### src/hsv_to_rgb_converter_unit_macros.svh
// Assertion macros shared by the HSV to RGB converter modules.
`ifndef HSV_TO_RGB_CONVERTER_UNIT_MACROS_SVH
`define HSV_TO_RGB_CONVERTER_UNIT_MACROS_SVH

`ifndef SYNTHESIS
// Check a property on every rising edge, skipped while reset is low.
`define HSV_ASSERT(lbl, clk, rst_n, prop, msg) \
    lbl: assert property (@(posedge clk) disable iff (!rst_n) prop) else $error(msg);
// Check a property on every rising edge, reset included.
`define HSV_ASSERT_ALWAYS(lbl, clk, prop, msg) \
    lbl: assert property (@(posedge clk) prop) else $error(msg);
`else
`define HSV_ASSERT(lbl, clk, rst_n, prop, msg)
`define HSV_ASSERT_ALWAYS(lbl, clk, prop, msg)
`endif

`endif

### src/hsvrgb_pkg.sv
// Shared constants, types and the divide-by-255 helper for the HSV to RGB converter.
package hsvrgb_pkg;

    localparam int unsigned HUE_FULL   = 360;
    localparam int unsigned SECTOR_DEG = 60;
    localparam int unsigned FULL_SCALE = 255;

    // floor(h / 360) == (h * HUE_RECIP) >> HUE_SHIFT for every 16-bit h
    localparam int unsigned HUE_RECIP  = 93207;
    localparam int unsigned HUE_SHIFT  = 25;

    localparam int unsigned N_STAGES   = 7;

    typedef enum logic [2:0] {
        SEC_RED     = 3'd0,
        SEC_YELLOW  = 3'd1,
        SEC_GREEN   = 3'd2,
        SEC_CYAN    = 3'd3,
        SEC_BLUE    = 3'd4,
        SEC_MAGENTA = 3'd5
    } t_sector;

    typedef struct packed {
        logic [N_STAGES-1:0] en;
        logic [N_STAGES-1:0] vld;
    } t_pipe_ctl;

    // Exact floor(x / 255) for x up to 255 * 255.
    function automatic logic [7:0] div255(input logic [15:0] x);
        logic [16:0] sum;
        sum = 17'(x) + 17'(x[15:8]) + 17'd1;
        return sum[15:8];
    endfunction

endpackage

### src/hsvrgb_hue.sv
// Hue path: reduce hue modulo 360, split into sector and scaled in-sector position.
`include "hsv_to_rgb_converter_unit_macros.svh"

module hsvrgb_hue (
    input  logic                  i_clk,
    input  logic                  i_rst_n,
    input  hsvrgb_pkg::t_pipe_ctl i_ctl,
    input  logic [15:0]           i_hue,
    output hsvrgb_pkg::t_sector   o_sector,
    output logic [7:0]            o_frac
);

    logic [32:0] w_prod;
    logic [15:0] w_q360;
    logic [15:0] w_hm;
    logic [2:0]  w_sec;
    logic [8:0]  w_rem9;
    logic [9:0]  w_x17;

    logic [15:0] r_h0;
    logic [7:0]  r_q0;
    logic [8:0]  r_hm1;
    hsvrgb_pkg::t_sector r_sec2;
    logic [7:0]  r_frac2;

    assign w_prod = 33'(i_hue) * 33'(hsvrgb_pkg::HUE_RECIP);

    // stage 0: quotient by 360 via reciprocal multiply
    always_ff @(posedge i_clk) begin
        if (i_ctl.en[0]) begin
            r_h0 <= i_hue;
            r_q0 <= w_prod[hsvrgb_pkg::HUE_SHIFT +: 8];
        end
    end

    assign w_q360 = 16'({8'd0, r_q0} * 16'(hsvrgb_pkg::HUE_FULL));
    assign w_hm   = r_h0 - w_q360;

    // stage 1: hue modulo 360
    always_ff @(posedge i_clk) begin
        if (i_ctl.en[1]) begin
            r_hm1 <= w_hm[8:0];
        end
    end

    always_comb begin
        w_sec = 3'd0;
        for (int k = 1; k < 6; k++) begin
            if (r_hm1 >= 9'(k * hsvrgb_pkg::SECTOR_DEG)) begin
                w_sec = 3'(k);
            end
        end
    end

    assign w_rem9 = r_hm1 - 9'({6'd0, w_sec} * 9'(hsvrgb_pkg::SECTOR_DEG));
    // position * 255 / 60 is position * 17 / 4; the position stays below 60
    assign w_x17  = {w_rem9[5:0], 4'd0} + {4'd0, w_rem9[5:0]};

    // stage 2: sector and scaled position
    always_ff @(posedge i_clk) begin
        if (i_ctl.en[2]) begin
            r_sec2  <= hsvrgb_pkg::t_sector'(w_sec);
            r_frac2 <= w_x17[9:2];
        end
    end

    assign o_sector = r_sec2;
    assign o_frac   = r_frac2;

    `HSV_ASSERT(a_hm_range, i_clk, i_rst_n, i_ctl.vld[1] |-> r_hm1 < 9'd360, "hue residue out of range")
    `HSV_ASSERT(a_frac_range, i_clk, i_rst_n, i_ctl.vld[2] |-> r_frac2 <= 8'd250, "fraction above 250")

endmodule

### src/hsvrgb_shade.sv
// Shade path: p, q and t terms and the sector-ordered output registers.
`include "hsv_to_rgb_converter_unit_macros.svh"

module hsvrgb_shade (
    input  logic                  i_clk,
    input  logic                  i_rst_n,
    input  hsvrgb_pkg::t_pipe_ctl i_ctl,
    input  logic [7:0]            i_saturation,
    input  logic [7:0]            i_brightness_value,
    input  hsvrgb_pkg::t_sector   i_sector,
    input  logic [7:0]            i_frac,
    output logic [7:0]            o_red,
    output logic [7:0]            o_green,
    output logic [7:0]            o_blue
);

    localparam logic [7:0] FS8 = 8'(hsvrgb_pkg::FULL_SCALE);

    logic [7:0]  r_s0, r_v0;
    logic [15:0] r_ps1;
    logic [7:0]  r_s1, r_v1;
    logic [7:0]  r_p2, r_s2, r_v2;
    logic [15:0] r_sf3, r_sr3;
    logic [7:0]  r_p3, r_v3;
    hsvrgb_pkg::t_sector r_sec3;
    logic [7:0]  r_a4, r_b4, r_p4, r_v4;
    hsvrgb_pkg::t_sector r_sec4;
    logic [15:0] r_vq5, r_vt5;
    logic [7:0]  r_p5, r_v5;
    hsvrgb_pkg::t_sector r_sec5;
    logic [7:0]  r_red6, r_green6, r_blue6;

    logic [7:0]  w_q, w_t;
    logic [7:0]  n_red, n_green, n_blue;

    always_ff @(posedge i_clk) begin
        if (i_ctl.en[0]) begin
            r_s0 <= i_saturation;
            r_v0 <= i_brightness_value;
        end
        if (i_ctl.en[1]) begin
            r_ps1 <= {8'd0, r_v0} * {8'd0, FS8 - r_s0};
            r_s1  <= r_s0;
            r_v1  <= r_v0;
        end
        if (i_ctl.en[2]) begin
            r_p2 <= hsvrgb_pkg::div255(r_ps1);
            r_s2 <= r_s1;
            r_v2 <= r_v1;
        end
        if (i_ctl.en[3]) begin
            r_sf3  <= {8'd0, r_s2} * {8'd0, i_frac};
            r_sr3  <= {8'd0, r_s2} * {8'd0, FS8 - i_frac};
            r_p3   <= r_p2;
            r_v3   <= r_v2;
            r_sec3 <= i_sector;
        end
        if (i_ctl.en[4]) begin
            r_a4   <= FS8 - hsvrgb_pkg::div255(r_sf3);
            r_b4   <= FS8 - hsvrgb_pkg::div255(r_sr3);
            r_p4   <= r_p3;
            r_v4   <= r_v3;
            r_sec4 <= r_sec3;
        end
        if (i_ctl.en[5]) begin
            r_vq5  <= {8'd0, r_v4} * {8'd0, r_a4};
            r_vt5  <= {8'd0, r_v4} * {8'd0, r_b4};
            r_p5   <= r_p4;
            r_v5   <= r_v4;
            r_sec5 <= r_sec4;
        end
        if (i_ctl.en[6]) begin
            r_red6   <= n_red;
            r_green6 <= n_green;
            r_blue6  <= n_blue;
        end
    end

    assign w_q = hsvrgb_pkg::div255(r_vq5);
    assign w_t = hsvrgb_pkg::div255(r_vt5);

    always_comb begin
        unique case (r_sec5)
            hsvrgb_pkg::SEC_RED:    begin n_red = r_v5; n_green = w_t;  n_blue = r_p5; end
            hsvrgb_pkg::SEC_YELLOW: begin n_red = w_q;  n_green = r_v5; n_blue = r_p5; end
            hsvrgb_pkg::SEC_GREEN:  begin n_red = r_p5; n_green = r_v5; n_blue = w_t;  end
            hsvrgb_pkg::SEC_CYAN:   begin n_red = r_p5; n_green = w_q;  n_blue = r_v5; end
            hsvrgb_pkg::SEC_BLUE:   begin n_red = w_t;  n_green = r_p5; n_blue = r_v5; end
            default:                begin n_red = r_v5; n_green = r_p5; n_blue = w_q;  end
        endcase
    end

    assign o_red   = r_red6;
    assign o_green = r_green6;
    assign o_blue  = r_blue6;

    `HSV_ASSERT(a_p_le_v, i_clk, i_rst_n, i_ctl.vld[2] |-> r_p2 <= r_v2, "p term above value")
    `HSV_ASSERT(a_q_factor, i_clk, i_rst_n, i_ctl.vld[4] |-> r_a4 >= 8'd5, "q factor below 5")

endmodule

### src/hsv_to_rgb_converter_unit.sv
// Top level of the HSV to RGB converter: stage control and the two datapath halves.
//
//  channel | direction | handshake          | payload
//  --------+-----------+--------------------+-------------------------------------------
//  in      | sink      | i_valid / o_ready  | i_hue[15:0] i_saturation[7:0]
//          |           |                    | i_brightness_value[7:0]
//  out     | source    | o_valid / i_ready  | o_red[7:0] o_green[7:0] o_blue[7:0]
//
// Seven register stages; one item is accepted per cycle while o_ready is high.
// Stages: hue reciprocal multiply, modulo 360 with v*(255-s), sector split with p,
// s*f and s*(255-f), their divide by 255, v times the q and t factors, then the
// last divide by 255 and the sector mux into the output registers.
// Each stage advances when it is empty or the stage after it advances, so
// bubbles collapse and a stall at the output holds only the full stages.
// Reset (synchronous, active low) clears the valid bits; data registers keep junk.
`include "hsv_to_rgb_converter_unit_macros.svh"

module hsv_to_rgb_converter_unit (
    input  logic        i_clk,
    input  logic        i_rst_n,
    input  logic        i_valid,
    output logic        o_ready,
    input  logic [15:0] i_hue,
    input  logic [7:0]  i_saturation,
    input  logic [7:0]  i_brightness_value,
    output logic        o_valid,
    input  logic        i_ready,
    output logic [7:0]  o_red,
    output logic [7:0]  o_green,
    output logic [7:0]  o_blue
);

    localparam int unsigned LAST = hsvrgb_pkg::N_STAGES - 1;

    logic [hsvrgb_pkg::N_STAGES-1:0] r_vld;
    logic [hsvrgb_pkg::N_STAGES-1:0] n_vld;
    logic [hsvrgb_pkg::N_STAGES-1:0] w_en;
    hsvrgb_pkg::t_pipe_ctl           w_ctl;

    hsvrgb_pkg::t_sector w_sector;
    logic [7:0]          w_frac;

    // A stage may load when it is empty or its contents move on.
    always_comb begin
        w_en[LAST] = !r_vld[LAST] || i_ready;
        for (int k = LAST - 1; k >= 0; k--) begin
            w_en[k] = !r_vld[k] || w_en[k+1];
        end
    end

    // Advance valid bits with the data; hold them where the stage stalls.
    always_comb begin
        n_vld = r_vld;
        if (w_en[0]) begin
            n_vld[0] = i_valid;
        end
        for (int k = 1; k <= LAST; k++) begin
            if (w_en[k]) begin
                n_vld[k] = r_vld[k-1];
            end
        end
    end

    always_ff @(posedge i_clk) begin
        if (!i_rst_n) begin
            r_vld <= '0;
        end else begin
            r_vld <= n_vld;
        end
    end

    assign w_ctl.en  = w_en;
    assign w_ctl.vld = r_vld;

    assign o_ready = w_en[0];
    assign o_valid = r_vld[LAST];

    hsvrgb_hue u_hue (
        .i_clk    (i_clk),
        .i_rst_n  (i_rst_n),
        .i_ctl    (w_ctl),
        .i_hue    (i_hue),
        .o_sector (w_sector),
        .o_frac   (w_frac)
    );

    hsvrgb_shade u_shade (
        .i_clk              (i_clk),
        .i_rst_n            (i_rst_n),
        .i_ctl              (w_ctl),
        .i_saturation       (i_saturation),
        .i_brightness_value (i_brightness_value),
        .i_sector           (w_sector),
        .i_frac             (w_frac),
        .o_red              (o_red),
        .o_green            (o_green),
        .o_blue             (o_blue)
    );

    // Input back-pressure only when every stage holds an item.
    `HSV_ASSERT(a_stall_full, i_clk, i_rst_n, !o_ready |-> (&r_vld), "input stalled with a free stage")
    // An accepted item lands in the first stage.
    `HSV_ASSERT(a_accept_lands, i_clk, i_rst_n, (i_valid && o_ready) |=> r_vld[0], "accepted item dropped")

endmodule
### config.mk
export PLATFORM = sky130hd
export DESIGN_NAME = hsv_to_rgb_converter_unit
export DESIGN_NICKNAME = d
export VERILOG_FILES = /design/src/hsvrgb_pkg.sv /design/src/hsvrgb_hue.sv /design/src/hsvrgb_shade.sv /design/src/hsv_to_rgb_converter_unit.sv
export VERILOG_INCLUDE_DIRS = /design/src /design/src/src
export SDC_FILE = /design/constraint.sdc
export NUM_CORES = 1
export LEC_CHECK = 0
export ABC_CLOCK_PERIOD_IN_PS = 17400
export BUFFER_PORTS_ARGS = -buffer_cell sky130_fd_sc_hd__buf_4
export CELL_PAD_IN_SITES_DETAIL_PLACEMENT = 0
export CELL_PAD_IN_SITES_GLOBAL_PLACEMENT = 1
export CORE_MARGIN = 2
export CORE_UTILIZATION = 51
export CTS_BUF_LIST = sky130_fd_sc_hd__clkbuf_2 sky130_fd_sc_hd__clkbuf_4 sky130_fd_sc_hd__clkbuf_8
export DETAILED_ROUTE_END_ITERATION = 8
export GPL_TIMING_DRIVEN = 0
export PLACE_DENSITY = 0.77
export SLEW_MARGIN = 20
export SYNTH_ARGS = -nofsm -noshare
export SYNTH_HDL_FRONTEND = slang
export SYNTH_SLANG_ARGS = --single-unit
### constraint.sdc
create_clock -name i_clk -period 17.4 [get_ports i_clk]
set_clock_uncertainty 0.05 [all_clocks]
set_input_delay 1.74 -clock i_clk [delete_from_list [all_inputs] [get_ports i_clk]]
set_output_delay 1.74 -clock i_clk [all_outputs]
set_load 0.02 [all_outputs]
==> results of run 1 <==
==> kinds of logic (layout without fill, tap and decap cells) <==
logic type | Yosys count | in the layout | share of synthesized area
multiplexers | 7 | 7 | 0.00290
XOR/XNOR | 117 | 117 | 0.0395
AO/OA/AOI/OAI | 294 | 294 | 0.0741
flip-flops | 275 | 275 | 0.316
adder cells (fa/ha/maj) | 633 | 633 | 0.383
buffers and inverters | 480 | 625 | 0.0695
AND/OR/NAND/NOR | 567 | 567 | 0.116
==> final timing paths <==
check / start / endpoint / cells past startpoint
max: i_hue[13] / u_hue.r_q0[1] / 18
min: u_shade.r_s1[0] / u_shade.r_s2[0] / 0
min reg2reg: u_shade.r_s1[0] / u_shade.r_s2[0] / 0
max reg2reg: u_shade.r_s2[5] / u_shade.r_sf3[15] / 17
==> cells in the final DEF (no fill, tap or decap), types with 23 or more instances in the layout <==
master | netlist | routed
inv_1 | 441 | 438
nand2_1 | 135 | 132
clkbuf_1 | 37 | 37
o21ai_0 | 59 | 59
a21oi_1 | 80 | 80
xnor2_1 | 87 | 87
xor2_1 | 30 | 30
fa_1 | 267 | 267
nand3_1 | 23 | 23
and2_1 | 122 | 122
buf_4 | 0 | 61
nand2b_1 | 63 | 63
o21a_1 | 27 | 27
nor2b_1 | 92 | 92
nor2_1 | 76 | 76
ha_1 | 363 | 363
edfxtp_1 | 268 | 268
clkbuf_8 | 0 | 48
==> state kept, by name (all words and copies together), names as in the netlist, 9 cells and up <==
signal	count
u_shade.r_sr3	16
u_hue.r_hm1	9
u_shade.r_vt5	16
u_shade.r_ps1	16
u_shade.r_sf3	16
u_hue.r_h0	9
u_shade.r_vq5	16
==> Yosys cell counts (all sizes together), types with 5 or more instances <==
library cell  instances
nand3                23
a31oi                14
inv                 441
xnor2                87
o21ai                60
o31a                  6
a221o                 5
a21oi                80
nor2                 76
nand2               135
nand2b               63
o21a                 27
o211ai               15
nand4                 6
and2                122
clkbuf               37
xor2                 30
nor2b                92
nor3                 15
dfxtp                 7
and3                 15
fa                  267
o2111ai               7
a211o                 5
a211oi               15
a21o                 16
ha                  363
o21bai                7
edfxtp              268
==> through the flow <==
stage                     area [sq um]  std cells  setup WS (ns)
after floorplan                  25900       2373          10.54
after global placement           27200       3106           9.59
after detailed placement         27300       3108           9.51
after CTS                        28200       3190          10.20
after global routing             28200       3190           9.96
final                            28200       3190          10.12
==> worst max-delay path: cells and delay by family <==
family | cells | cell delay [ns]
and+or+nand+nor | 1 | 0.81
AOI/OAI and AO/OA | 4 | 1.03
buffers and inverters | 5 | 0.35
xor gates and xnor gates | 1 | 0.17
adders and majority gates | 7 | 3.49
==> routing by layer <==
layer / up-vias / part of all wire / wire length (um) / GRT usage
li1: 8087 / - / - / -
met1: 8290 / 0.45 / 23500 / 0.279
met2: 281 / 0.49 / 26000 / 0.372
met3: 81 / 0.037 / 1930 / 0.0288
met4: 0 / 0.026 / 1360 / 0.0599
met5: - / 0 / 0 / 0
==> layout make-up <==
| class | instances | area, sq um | area share |
|---|---|---|---|
| multi-input cells | 1618 | 15900 | 0.566 |
| plain buffers | 38 | 143 | 0.00507 |
| repair buffers | 63 | 498 | 0.0177 |
| clock buffers | 67 | 803 | 0.0285 |
| well taps | 672 | 841 | 0.0299 |
| inverters | 442 | 1660 | 0.0590 |
| flip-flops and latches | 275 | 8190 | 0.291 |
| clock inverters | 15 | 83.8 | 0.00298 |
==> impl_metrics.env, run 1 <==
export IMPL_status="completed"
export IMPL_wl_per_cell_um=16.5
export IMPL_cts_root_buf="clkbuf_8"
export IMPL_cpMostUsedCell="fa_1"
export IMPL_grt_pass1_vias=18200
export IMPL_postCtsSetupRepairBufs=0
export IMPL_start_kind="input pin"
export IMPL_first_iter_violations=858
export IMPL_core_area_sq_mm=0.0502
export IMPL_clock_sinks=275
export IMPL_grt_max_degree=52
export IMPL_hp_class="flop to flop"
export IMPL_cts_clk_slew_worst_paths_ns=0.06
export IMPL_tritoncts="yes"
export IMPL_setup_tns_ns=0
export IMPL_syn_area_per_cell_sq_um=10.9
export IMPL_worst_setup_path_end_kind="flop"
export IMPL_clockBufferDepth=3
export IMPL_drt_antenna_violating_nets=0
export IMPL_nets=3150
export IMPL_dr_pass1_iters=5
export IMPL_synth_warnings=0
export IMPL_rows=82
export IMPL_numCtsBuffers=46
export IMPL_postCtsHoldBufs=0
export IMPL_worstSkewPairLatency_ns=0.62
export IMPL_io_pins=62
export IMPL_synth_flop_cell="edfxtp_1"
export IMPL_min_period_ns=7.28
export IMPL_vias=16700
export IMPL_synth_cell_types=63
export IMPL_hpwlAfterDp_mm=42.0
export IMPL_nFillCells=4366
export IMPL_grt_usage=0.214
export IMPL_ys_seq_elements=275
export IMPL_yosys_area_top_type_share=0.310
export IMPL_report_final_slew_viol_count=0
export IMPL_max_stage_delay_ns=0.81
export IMPL_routed_wl_mm=52.8
export IMPL_antenna_found_initial=0
export IMPL_period_share=0.418
export IMPL_io_buffers=61
export IMPL_postSynthCellCount=2373
export IMPL_insertedDiodeCount=0
export IMPL_crit_required_ns=17.71
export IMPL_die_area_sq_mm=0.0527
export IMPL_viasPerCell=5.25
export IMPL_syn_nets=3039
export IMPL_seq_area_frac_synth=0.316
export IMPL_synth_edf_count=268
export IMPL_tightest_slew_ns=0.939
export IMPL_synth_largest_area_cell="edfxtp_1"
export IMPL_async_reset_ff_frac=0
export IMPL_die_w_um=229
export IMPL_grt_overflow_total=0
export IMPL_post_route_drc_count=0
export IMPL_maxSlewHeadroom=0.365
export IMPL_cts_resized_gates=0
export IMPL_hold_viol=0
export IMPL_syn_area_sq_mm=0.0259
export IMPL_grt_first_pass_wirelength_mm=90.5
export IMPL_synth_area_leaders="edfxtp_1 (31%), fa_1 (21%), ha_1 (18%)"
export IMPL_setup_viol=0
export IMPL_htree_levels=2
export IMPL_initial_core_util=0.517
export IMPL_syn2layout_area_growth_pct=8.62
export IMPL_drv_cap=0
export IMPL_drive_above_1_share=0.0631
export IMPL_place_congestion=0.898
export IMPL_whs_ns=0.358
export IMPL_fmax_mhz=137
export IMPL_rsz0062_at_grt="false"
export IMPL_fp_dieH_um=229
export IMPL_utilization=0.561
export IMPL_slowest_stage="nor4b_1"
export IMPL_cp_cell_sequence="buf_4 -> fa_1 -> inv_1 -> fa_1 -> inv_1 -> fa_1 -> inv_1 -> fa_1 -> fa_1 -> fa_1 -> inv_1 -> ha_1 -> a21o_1 -> a221oi_1 -> o32ai_1 -> nor4b_1 -> o21bai_1 -> xor2_1"
export IMPL_criticalPathCategory="input pin to flop"
export IMPL_arrival_ns=7.59
export IMPL_crit_fanout=5
export IMPL_reg2reg_slack_ns=12.00
Power of run 1 is not shown: default switching activity piles up to over one toggle a cycle in this logic, so the estimate is an artifact.
==> run 2: changes to the inputs <==
--- a/config.mk
+++ b/config.mk
@@ -6,7 +6,8 @@
 export SDC_FILE = /design/constraint.sdc
 export NUM_CORES = 1
 export LEC_CHECK = 0
-export ABC_CLOCK_PERIOD_IN_PS = 17400
+export ABC_AREA = 1
+export ABC_CLOCK_PERIOD_IN_PS = 6700
 export BUFFER_PORTS_ARGS = -buffer_cell sky130_fd_sc_hd__buf_4
 export CELL_PAD_IN_SITES_DETAIL_PLACEMENT = 0
 export CELL_PAD_IN_SITES_GLOBAL_PLACEMENT = 1
@@ -15,7 +16,7 @@
 export CTS_BUF_LIST = sky130_fd_sc_hd__clkbuf_2 sky130_fd_sc_hd__clkbuf_4 sky130_fd_sc_hd__clkbuf_8
 export DETAILED_ROUTE_END_ITERATION = 8
 export GPL_TIMING_DRIVEN = 0
-export PLACE_DENSITY = 0.77
+export PLACE_DENSITY = 0.8
 export SLEW_MARGIN = 20
 export SYNTH_ARGS = -nofsm -noshare
 export SYNTH_HDL_FRONTEND = slang
==> constraint.sdc (replaced) <==
create_clock -name i_clk -period 6.7 [get_ports i_clk]
set_clock_uncertainty 0.05 [all_clocks]
set_input_delay 0.67 -clock i_clk [delete_from_list [all_inputs] [get_ports i_clk]]
set_output_delay 0.67 -clock i_clk [all_outputs]
set_load 0.02 [all_outputs]
==> run 2 against run 1 <==
Critical path depth unchanged. Hold slack worse by 0.18 ns. Die area up 6.2%. Cell count up 24%. Via count up 20%. Register-to-register slack worse by 11 ns. Clock-buffer cell count down 10.
==> impl_metrics.env, run 2 <==
export IMPL_hp_class="input pin to flop"
export IMPL_yosys_area_top_type_share=0.292
export IMPL_nFillCells=4870
export IMPL_rows=85
export IMPL_wl_per_cell_um=15.3
export IMPL_syn_area_per_cell_sq_um=8.92
export IMPL_maxSlewHeadroom=0.461
export IMPL_final_common_cell="inv_1"
export IMPL_synth_compound_area_frac=0.0451
export IMPL_antenna_found_initial=1
export IMPL_hold_viol=0
export IMPL_cts_root_buf="clkbuf_8"
export IMPL_tightest_slew_ns=0.804
export IMPL_viasPerCell=5.09
export IMPL_cts_clk_slew_worst_paths_ns=0.06
export IMPL_finalWorstSetupSlack_ns=1.21
export IMPL_async_reset_ff_frac=0
export IMPL_r2r_start="u_shade.r_v4[5]"
export IMPL_drive_above_1_share=0.0570
export IMPL_grt_pass1_vias=21200
export IMPL_vias=20100
export IMPL_yosys_area_share_xor_xnor=0.0266
export IMPL_htree_levels=2
export IMPL_most_common_layout_cells="inv_1 (745), nand2_1 (683), ha_1 (363), edfxtp_1 (268), fa_1 (267)"
export IMPL_grt_usage=0.228
export IMPL_ys_seq_elements=275
export IMPL_rsz0062_at_grt="false"
export IMPL_rr_worst_depth=18
export IMPL_place_congestion=0.893
export IMPL_synth_area_leaders="edfxtp_1 (29%), fa_1 (19%), ha_1 (16%)"
export IMPL_setup_tns_ns=0
export IMPL_setup_viol=0
export IMPL_core_area_sq_mm=0.0536
export IMPL_synth_warnings=0
export IMPL_initial_core_util=0.514
export IMPL_grt_overflow_total=0
export IMPL_whs_path_depth=1
export IMPL_holdPathEnd="u_shade.r_s0[1]"
export IMPL_drt_antenna_violating_nets=0
export IMPL_period_share=0.820
export IMPL_io_buffers=61
export IMPL_synth_cell_types=46
export IMPL_clock_sinks=275
export IMPL_synth_commonest_cells="inv_1 (747), nand2_1 (686), ha_1 (363), edfxtp_1 (268), fa_1 (267)"
export IMPL_die_w_um=236
export IMPL_fmax_mhz=182
export IMPL_post_route_drc_count=0
export IMPL_routed_wl_mm=60.3
export IMPL_reg2reg_to="u_shade.r_vq5[12]"
export IMPL_dpl_cell_area_sq_mm=0.0290
export IMPL_reg2reg_slack_ns=1.21
export IMPL_worstSkewPairLatency_ns=0.62
export IMPL_synth_largest_area_cell="edfxtp_1"
export IMPL_postCtsSetupRepairBufs=0
export IMPL_status="completed"
export IMPL_grt_first_pass_wirelength_mm=103
export IMPL_postCtsHoldBufs=0
export IMPL_worst_setup_path_end_kind="flop"
export IMPL_crit_fanout=10
export IMPL_report_final_slew_viol_count=0
export IMPL_synth_adder_area_share=0.359
export IMPL_synth_simple_gate_area_share=0.163
export IMPL_syn2layout_area_growth_pct=9.40
export IMPL_die_area_sq_mm=0.0559
export IMPL_numCtsBuffers=49
export IMPL_io_pins=62
export IMPL_criticalPathCategory="flop to flop"
export IMPL_nets=3874
export IMPL_utilization=0.563
export IMPL_clockBufferDepth=3
export IMPL_tritoncts="yes"
export IMPL_pre_cts_slack_ns=0.998
export IMPL_syn_area_sq_mm=0.0276
export IMPL_seq_area_frac_synth=0.297
export IMPL_dr_pass1_iters=5
export IMPL_hold_start="i_saturation[1]"
export IMPL_start_kind="flop"
export IMPL_postSynthCellCount=3090
export IMPL_min_period_ns=5.49
export IMPL_syn_nets=3756
export IMPL_crit_required_ns=7.01
export IMPL_synth_edf_count=268
export IMPL_drv_cap=0
export IMPL_cts_resized_gates=0
export IMPL_grt_max_degree=51
export IMPL_synth_top_family_by_area="adder cells"
export IMPL_arrival_ns=5.80
export IMPL_synth_flop_cell="edfxtp_1"
export IMPL_muxShareOfSynthArea=0
export IMPL_design_area_sq_mm=0.0302
export IMPL_hpwlAfterDp_mm=50.0
export IMPL_synth_most_common_cell="inv_1"
export IMPL_fp_dieH_um=236
export IMPL_first_iter_violations=1036
[run 2: changes by cell type in the layout (fill, tap and decap cells not counted), sizes merged, moves of 20 or more]
cell and delta:
nand2 +553, nand3 +121, a21oi +26, nand4 +30, xor2 +21, and2 -120, xnor2 -55, o21a -20
nor2 +99, inv +310, nand2b -63, nor2b -92
[run 2: worst max-delay path by stage]
stage / start / to / slack (ns) / depth (start not counted)
after floorplan: i_hue[13] / u_hue.r_q0[1] / 1.51 / 18
after detailed placement: i_hue[13] / u_hue.r_q0[5] / 1.0 / 19
after CTS: u_shade.r_v4[4] / u_shade.r_vq5[12] / 1.14 / 18
after global routing: u_shade.r_v4[4] / u_shade.r_vq5[12] / 0.86 / 18
after global placement: i_ready / o_ready / 0.67 / 8
final: u_shade.r_v4[5] / u_shade.r_vq5[12] / 1.21 / 18
[run 2: layout make-up]
class	instances	area, sq um	share of cell area
inverters	752	2820	0.0936
clock buffers	57	734	0.0244
plain buffers	50	200	0.00664
clock inverters	30	389	0.0129
well taps	696	871	0.0289
multi-input cells	2013	16400	0.543
flip-flops and latches	275	8190	0.271
diodes	1	2.50	0.0000830
repair buffers	67	576	0.0191
[run 2: metal layers]
| layer | global-route usage | vias up | part of all wire |
|---|---|---|---|
| li1 | - | 9919 | - |
| met1 | 0.299 | 9631 | 0.45 |
| met2 | 0.400 | 417 | 0.49 |
| met3 | 0.0323 | 89 | 0.042 |
| met4 | 0.0552 | 0 | 0.020 |
| met5 | 0 | - | 0 |
[run 2: logic make-up after synthesis]
logic type / count (synthesis)
buffers and inverters: 802
DFF: 275
xor gates and xnor gates: 83
and+or+nand+nor: 1085
AOI/OAI and AO/OA: 215
adders and majority gates: 630
[run 2: worst max-delay path: stages, from the launching register on]
cell and delay, ns:
edfxtp_1 0.35, clkbuf_1 0.42, clkbuf_1 0.57, nand2_1 0.17, fa_1 0.55, fa_1 0.55, inv_1 0.05, fa_1 0.47
inv_1 0.05, fa_1 0.47, inv_1 0.05, ha_1 0.33, a21oi_1 0.23, a21boi_0 0.38, o21ai_0 0.22, nand3_1 0.13
nand2_1 0.05, nand2_1 0.06, nand2_1 0.08
[run 2: stage by stage]
step	hold WS, ns	cells
after detailed placement	0.355	3853
final	0.176	3941
after global placement	0.350	3847
after global routing	0.116	3941
after floorplan	0.350	3090
after CTS	0.108	3940
Power of run 2 is left out for the same reason.
